File: src/rtl/m3i_pkg.sv
// shared types, widths and tables for the 3x3 matrix inverse pipeline
package m3i_pkg;

    localparam int EW   = 32;
    localparam int CW   = 2 * EW + 1;
    localparam int DETW = 3 * EW + 1;
    localparam int QW   = 32;
    localparam int RW   = DETW + QW + 1;
    localparam int TW   = 31;
    localparam int NL   = 9;
    localparam int NS   = 9 + QW;

    typedef logic [3:0] idx_t;

    localparam idx_t COF_IDX [NL][4] = '{
        '{4'd4, 4'd8, 4'd5, 4'd7}, '{4'd2, 4'd7, 4'd1, 4'd8}, '{4'd1, 4'd5, 4'd2, 4'd4},
        '{4'd5, 4'd6, 4'd3, 4'd8}, '{4'd0, 4'd8, 4'd2, 4'd6}, '{4'd2, 4'd3, 4'd0, 4'd5},
        '{4'd3, 4'd7, 4'd4, 4'd6}, '{4'd1, 4'd6, 4'd0, 4'd7}, '{4'd0, 4'd4, 4'd1, 4'd3}
    };

    typedef struct packed {
        logic signed [EW-1:0] a00;
        logic signed [EW-1:0] a01;
        logic signed [EW-1:0] a02;
        logic signed [EW-1:0] a10;
        logic signed [EW-1:0] a11;
        logic signed [EW-1:0] a12;
        logic signed [EW-1:0] a20;
        logic signed [EW-1:0] a21;
        logic signed [EW-1:0] a22;
    } in_t;

    typedef struct packed {
        logic signed [EW-1:0] inv_00;
        logic signed [EW-1:0] inv_01;
        logic signed [EW-1:0] inv_02;
        logic signed [EW-1:0] inv_10;
        logic signed [EW-1:0] inv_11;
        logic signed [EW-1:0] inv_12;
        logic signed [EW-1:0] inv_20;
        logic signed [EW-1:0] inv_21;
        logic signed [EW-1:0] inv_22;
        logic                 singular;
        logic                 saturated;
    } out_t;

endpackage

File: src/rtl/m3i_merge.sv
// merging stage: saturation, sign and singular masking into the output register
module m3i_merge (
    input  logic                        clk,
    input  logic                        en,
    input  logic [m3i_pkg::QW-1:0]      q   [m3i_pkg::NL],
    input  logic                        ovf [m3i_pkg::NL],
    input  logic                        neg [m3i_pkg::NL],
    input  logic                        singular,
    output m3i_pkg::out_t               res
);
    import m3i_pkg::*;

    localparam logic [QW-1:0] POS_MAX = {1'b0, {(QW-1){1'b1}}};
    localparam logic [QW-1:0] NEG_MAX = {1'b1, {(QW-1){1'b0}}};

    logic [EW-1:0] val  [NL];
    logic [NL-1:0] clip;
    out_t          res_next, res_reg;

    always_comb
    begin
        for (int k = 0; k < NL; k++)
        begin
            logic [QW-1:0] maxm, mag;
            maxm    = neg[k] ? NEG_MAX : POS_MAX;
            clip[k] = ovf[k] || (q[k] > maxm);
            mag     = clip[k] ? maxm : q[k];
            val[k]  = singular ? '0 : (neg[k] ? EW'(-mag) : EW'(mag));
        end
        res_next.inv_00    = val[0];
        res_next.inv_01    = val[1];
        res_next.inv_02    = val[2];
        res_next.inv_10    = val[3];
        res_next.inv_11    = val[4];
        res_next.inv_12    = val[5];
        res_next.inv_20    = val[6];
        res_next.inv_21    = val[7];
        res_next.inv_22    = val[8];
        res_next.singular  = singular;
        res_next.saturated = !singular && (|clip);
    end

    always_ff @(posedge clk)
    begin
        if (en)
            res_reg <= res_next;
    end

    assign res = res_reg;
endmodule

File: config.mk
export PLATFORM = sky130hd
export DESIGN_NAME = m3i_merge
export DESIGN_NICKNAME = d
export VERILOG_FILES = /design/src/rtl/m3i_pkg.sv /design/src/rtl/m3i_merge.sv
export SDC_FILE = /design/constraint.sdc
export NUM_CORES = 1
export LEC_CHECK = 0
export BUFFER_PORTS_ARGS = -buffer_cell sky130_fd_sc_hd__buf_2
export CAP_MARGIN = 20
export CELL_PAD_IN_SITES_DETAIL_PLACEMENT = 0
export CELL_PAD_IN_SITES_GLOBAL_PLACEMENT = 1
export CORE_MARGIN = 2
export CORE_UTILIZATION = 45
export CTS_CLUSTER_DIAMETER = 40
export DETAILED_ROUTE_END_ITERATION = 16
export PLACE_DENSITY = 0.95
export SLEW_MARGIN = 10
export SYNTH_ARGS = -nofsm -noshare
export SYNTH_HDL_FRONTEND = slang
export SYNTH_SLANG_ARGS = --single-unit
File: constraint.sdc
create_clock -name clk -period 12.8 [get_ports clk]
set_clock_uncertainty 0.2 [all_clocks]
set_input_delay 2.56 -clock clk [delete_from_list [all_inputs] [get_ports clk]]
set_output_delay 2.56 -clock clk [all_outputs]
set_load 0.1 [all_outputs]
==> results of run 1 <==
## routing by layer
metal  global-route usage, %  up-vias  wire length [um]
li1                        -    13200                 -
met1                    36.4    12800             36000
met2                    45.3     1251             41900
met3                    5.18      236              7970
met4                    12.5       16              4310
met5                       0        -                92
## placed cells by master, fill, tap and decap left out, drive strengths merged, types with 44 or more instances in the layout
master	instances
mux2i	52
nor2	385
o21ai	256
nand2	261
nand3	97
a221oi	57
a21oi	299
nor3	139
inv	59
clkbuf	63
nor4	56
mux2	44
nand4	78
buf	632
a211oi	52
edfxtp	290
ha	297
## power breakdown
group          leakage [nW]  internal, mW  switching, mW  total, mW
registers              2.80          1.16         0.0270       1.19
clock network         0.906         0.941          0.529       1.47
logic                  8.89         0.311           1.15       1.46
## kinds of logic after synthesis
kind of cell	share of synthesized area [%]
flops	32.8
buf+inv	3.16
compound gates	23.0
xor+xnor	0.792
fa+ha+maj	14.0
simple gates	22.4
mux	3.83
## final cells by class
| cell class | instances | share of cell area [%] |
|---|---|---|
| antenna | 30 | 0.234 |
| inverter | 50 | 0.584 |
| clock inverter | 39 | 1.34 |
| clock buffer | 62 | 4.50 |
| tap | 773 | 3.01 |
| sequential | 290 | 27.1 |
| multi-input combinational | 2601 | 53.0 |
| timing repair buffer | 633 | 10.2 |
## stage by stage
stage          cells  area (um2)  total power [mW]  utilization [%]  worst slack (ns)
6_report        4478       32100              4.12             54.8              4.21
5_1_grt         4466       32100              4.28             54.7              3.82
4_1_cts         4447       32000              4.13             54.6              4.31
3_5_place_dp    4346       30200              2.65             51.4              3.68
3_3_place_gp    4346       30200              2.64             51.4              3.84
2_1_floorplan   3114       26500              2.28                -              4.60
## worst max path at each step
stage	startpoint	end
detailed placement	neg[3]	res[124]
global placement	neg[3]	res[124]
CTS	neg[3]	res[124]
floorplan	neg[3]	res[124]
finish	neg[3]	res[124]
global route	neg[3]	res[124]
==> out/qor.yml, run 1 <==
floorplanning:
  die_h_um: 247
  fp.dieArea_mm2: 0.0609
  core_area_mm2: 0.0587
  start_util_pct: 45.2
  ioPinCount: 599
  std_cell_rows: 89
  die_w_um: 247
worst_setup_path:
  end_kind: "flop"
  path_buf_inv: 3
  cpPeakStageDelay_ns: 0.61
  critPathKind: "in2reg"
  cp_max_fo: 64
  worst_ep_required_time_ns: 12.91
  crit_chain: "buf_2, buf_4, inv_1, ha_1, nand4_1, or3_1, nor3_1, o41ai_1, a21oi_4, nand2_1, o21ai_0, ha_1, nor2b_1, nand4b_1, or3_1, or3b_1, or4_4, o41ai_1, xor2_1, a21oi_1"
  cp.depth: 20
  cp-start-kind: "primary input"
  critPathArrivalTime_ns: 8.70
  cp_slowest_cell: "inv_1"
  crit_family: "simple AND/OR/NAND/NOR gates"
clock_network:
  clk_pin_slew_ns: 0.05
  cts_max_path_buffers: 3
  htree_levels: 2
  hold_buffers: 0
  cts_buffers: 55
  post_cts.repair.setup_buffers: 0
  cts-resized-gates: 0
  cts-root-buf: "clkbuf_16"
  cts_tree: "built"
  clkSinkCount: 290
synthesis:
  ys_types: 82
  syn-instance-count: 3114
  synth_area_leaders: "edfxtp_1 33%, ha_1 14%, a21oi_1 5.6%"
  yosysMostFrequentCell: "nor2_1"
  ys.warnings.count: 0
  synth_edf_count: 290
  syn_area_mm2: 0.0265
  syn_area_per_cell_um2: 8.52
  synth_top_cell_by_area: "edfxtp_1"
  synthTopCellsByCount: "385 x nor2_1, 299 x a21oi_1, 297 x ha_1"
  synth_top_area_share_pct: 32.8
  synth-main-ff-cell: "edfxtp_1"
  yosysSeqAreaShare_pct: 32.8
  synthArstFlopShare_pct: 0
  synth_nets: 3720
  synth_seq_cells: 290
layout:
  fillCellCount: 5425
  largest_register_ff_count: 290
  nets: 4237
  multi_input_area_mm2: 0.0170
  drive_gt1_share_pct: 22.2
  syn_to_final_growth_pct: 21.1
  seqCellArea_mm2: 0.00871
place:
  io_buffers: 598
  gp_congestion: 0.905
  hpwlAfterDp_um: 66800
power:
  powerDensity_mw_per_mm2: 128
  vdd_drop_max_uv: 118
  p_leak_nw: 12.6
timing:
  rsz0062_at_grt: "no"
  tightest_slew_ns: 1.12
  setup_tns_ns: 0
  fmax_ghz: 0.116
  relSlewSlack_pct: 25.3
  final_hold_viol_count: 0
  fin_crit_sh_pct: 67.1
  holdWs_ns: 2.16
  drv_slew: 0
  setup_viol: 0
  min_period_ns: 8.59
routing:
  num_vias: 27500
  routed_wl_um: 90300
  drcViolationCount: 0
  drt_iter0_drc: 2066
  wl_per_cell_um: 20.2
  viasPerCell: 6.13
  drt-pass1-iter-count: 7
  drt.antenna.violating_nets: 0
grt:
  track_usage_pct: 28.0
  grt_pass1_wl_um: 137000
  grt.overflow.total: 0
  grt_pass1_vias: 24500
  grt_max_degree: 122
  antenna_found_initial: 34
hold_path:
  hold_class: "in2reg"
  min_from: "q[95]"
  hold_depth: 3
  holdPathEnd: "res[97]"
status:
  status: "finished, final reports clean"
flow_run:
  drv_cap: 0
Note: power is estimated with default switching activity, not from simulation.
==> run 2, diff against run 1 <==
Settings changed: CORE_UTILIZATION 45 to 38, PLACE_DENSITY 0.95 to 0.88.
Clock period 12.8 ns to 7.5 ns, I/O delays scaled along.
==> run 2 against run 1 <==
  * Setup slack worse by 3.2 ns
  * Clock power is 110% higher
  * Final cell count is 4.3% higher
  * Worst hold slack worse by 1.0 ns
  * Global-route usage is 3.0 points lower
  * Sequential share of layout area is 0.67 points lower
  * Die area is 18% higher
  * Critical path depth is 2 lower
  * Combinational power is 72% higher
  * Clock-buffer cell count is 12 higher
  * Sequential power is 71% higher
  * First-iteration DRC count is 29% higher
==> out/qor.yml, run 2 (synthesis results as in run 1) <==
grt:
  grt_pass1_vias: 25100  # +2.3%
  track_usage_pct: 25.0  # -3.0 points
  grt_pass1_wl_um: 143000  # +4.7%
  grt_max_degree: 136  # +11%
  grt.overflow.total: 0  # unchanged
  antenna_found_initial: 36  # +5.9%
worst_setup_path:
  cp-start-kind: "primary input"
  critPathArrivalTime_ns: 6.61  # -2.09 ns
  cpPeakStageDelay_ns: 0.67  # +0.06 ns
  end_kind: "flop"
  worst_ep_required_time_ns: 7.60  # -5.31 ns
  cp_max_fo: 24  # -63%
  critPathKind: "in2reg"
  cp_slowest_cell: "a2111oi_0"
  crit_chain: "buf_2, buf_4, ha_1, a21o_1, nand3_1, a21oi_1, a2111oi_0, a21oi_4, o21ai_0, ha_1, nor2b_1, nand4b_1, or3_1, or3b_1, or4_4, o41ai_1, xor2_1, a21oi_1"
place:
  gp_congestion: 0.917  # +1.3%
  io_buffers: 598  # unchanged
  placed_cells: 4522  # +4.0%
  hpwlAfterDp_um: 69700  # +4.3%
  place_worst_setup_slack_ns: 0.405  # -3.28 ns
  placedInstanceArea_mm2: 0.0305  # +1.1%
timing:
  holdWs_ns: 1.11  # -1.05 ns
  min_period_ns: 6.51
  fmax_ghz: 0.154
  final_hold_viol_count: 0  # unchanged
  setup_viol: 0  # unchanged
  setup_tns_ns: 0  # unchanged
  fin_crit_sh_pct: 86.9
  tightest_slew_ns: 1.08  # -0.0397 ns
  drv_slew: 0  # unchanged
  rsz0062_at_grt: "no"
  timing.final.ws_setup_ns: 0.986  # -3.23 ns
  relSlewSlack_pct: 28.0  # +2.6 points
flow_run:
  drv_cap: 0  # unchanged
power:
  combPwrFrac_pct: 32.9  # -2.6 points
  p_leak_nw: 12.9  # +2.7%
  vdd_drop_max_uv: 153  # +30%
  power_switching_mw: 3.08  # +80%
  p_seq_share_pct: 26.6  # -2.2 points
  p_sw_share_pct: 40.4  # -1.1 points
  p_int_mw: 4.54  # +88%
  powerDensity_mw_per_mm2: 231  # +80%
  finalPower_mw: 7.62  # +85%
  pwr-share-clk_pct: 40.5  # +4.8 points
floorplanning:
  fp.dieArea_mm2: 0.0720  # +18%
  std_cell_rows: 96  # +7.9%
  start_util_pct: 38.6  # -6.7 points
  core_area_mm2: 0.0688  # +17%
  ioPinCount: 599  # unchanged
  die_h_um: 268  # +8.7%
  die_w_um: 268  # +8.7%
clock_network:
  htree_levels: 3  # +1
  cts_tree: "built"
  cts_max_path_buffers: 3  # unchanged
  clk_pin_slew_ns: 0.05  # about the same
  cts-resized-gates: 0  # unchanged
  cts_buffers: 69  # +25%
  hold_buffers: 0  # unchanged
  cts-root-buf: "clkbuf_16"
  post_cts.repair.setup_buffers: 0  # unchanged
  clkSinkCount: 290  # unchanged
layout:
  drive_gt1_share_pct: 23.1  # +0.90 points
  largest_register_ff_count: 290  # unchanged
  nets: 4269  # +0.76%
  final_common_cell: "buf_2"
  utilization_pct: 47.9  # -6.9 points
  syn_to_final_growth_pct: 24.2
  fin_cells: 4671  # +4.3%
  layout_common_cells: "596 x buf_2, 384 x nor2_1, 298 x a21oi_1"
  fillCellCount: 6685  # +23%
  design_area_mm2: 0.0330  # +2.6%
routing:
  drt.antenna.violating_nets: 0  # unchanged
  viasPerCell: 5.87  # -4.4%
  wl_per_cell_um: 20.2  # about the same
  drt_iter0_drc: 2655  # +29%
  num_vias: 27400  # -0.24%
  drcViolationCount: 0  # unchanged
  routed_wl_um: 94200  # +4.3%
  drt-pass1-iter-count: 6  # -1
hold_path:
  hold_class: "in2reg"
status:
  status: "finished, final reports clean"
==> run 2: cell types whose count changed in the layout (fill, tap and decap cells not counted), moves of 3 or more <==
cell / previous run / this run
buf_4: 34 / 51
clkbuf_16: 57 / 69
diode_2: 30 / 22
clkinv_2: 5 / 9
bufinv_16: 6 / 9
clkinv_4: 5 / 8
==> run 2: worst max-delay path, delay by kind of cell <==
| family | cells | cell delay, ns |
|---|---|---|
| and+or+nand+nor | 6 | 1.86 |
| buffers and inverters | 2 | 0.72 |
| adders and majority gates | 2 | 0.50 |
| xor gates and xnor gates | 1 | 0.18 |
| AOI/OAI and AO/OA | 7 | 1.84 |
==> run 2: area by class of cell <==
class | instances | area (um2) | area share, %
Inverter | 50 | 188 | 0.569
Multi-Input combinational cell | 2601 | 17000 | 51.7
Timing Repair Buffer | 651 | 3430 | 10.4
Tap cell | 931 | 1160 | 3.53
Clock inverter | 52 | 623 | 1.89
Clock buffer | 74 | 1750 | 5.30
Sequential cell | 290 | 8710 | 26.4
Antenna cell | 22 | 55.1 | 0.167
==> run 2: worst paths after layout <==
path / startpoint / end / slack [ns] / depth (start not counted)
setup / recovery: neg[3] / res[124] / 0.99 / 18
hold / removal: q[146] / res[148] / 1.11 / 2
==> run 2: power by group through the flow <==
stage	Sequential (mW)	Combinational [mW]	Clock [mW]
after floorplan	3.17	0.731	0
after global placement	2.05	2.47	0
after detailed placement	2.05	2.49	0
after CTS	2.03	2.50	3.13
after global routing	2.04	2.67	3.22
final	2.03	2.51	3.08
==> run 2: routing by layer <==
metal	part of all wire [%]	GRT usage, %	wire length [um]
met1	42	33.0	39900
met2	46	39.0	43000
met3	8.4	5.74	7940
met4	3.4	10.6	3220
met5	0.15	0	143
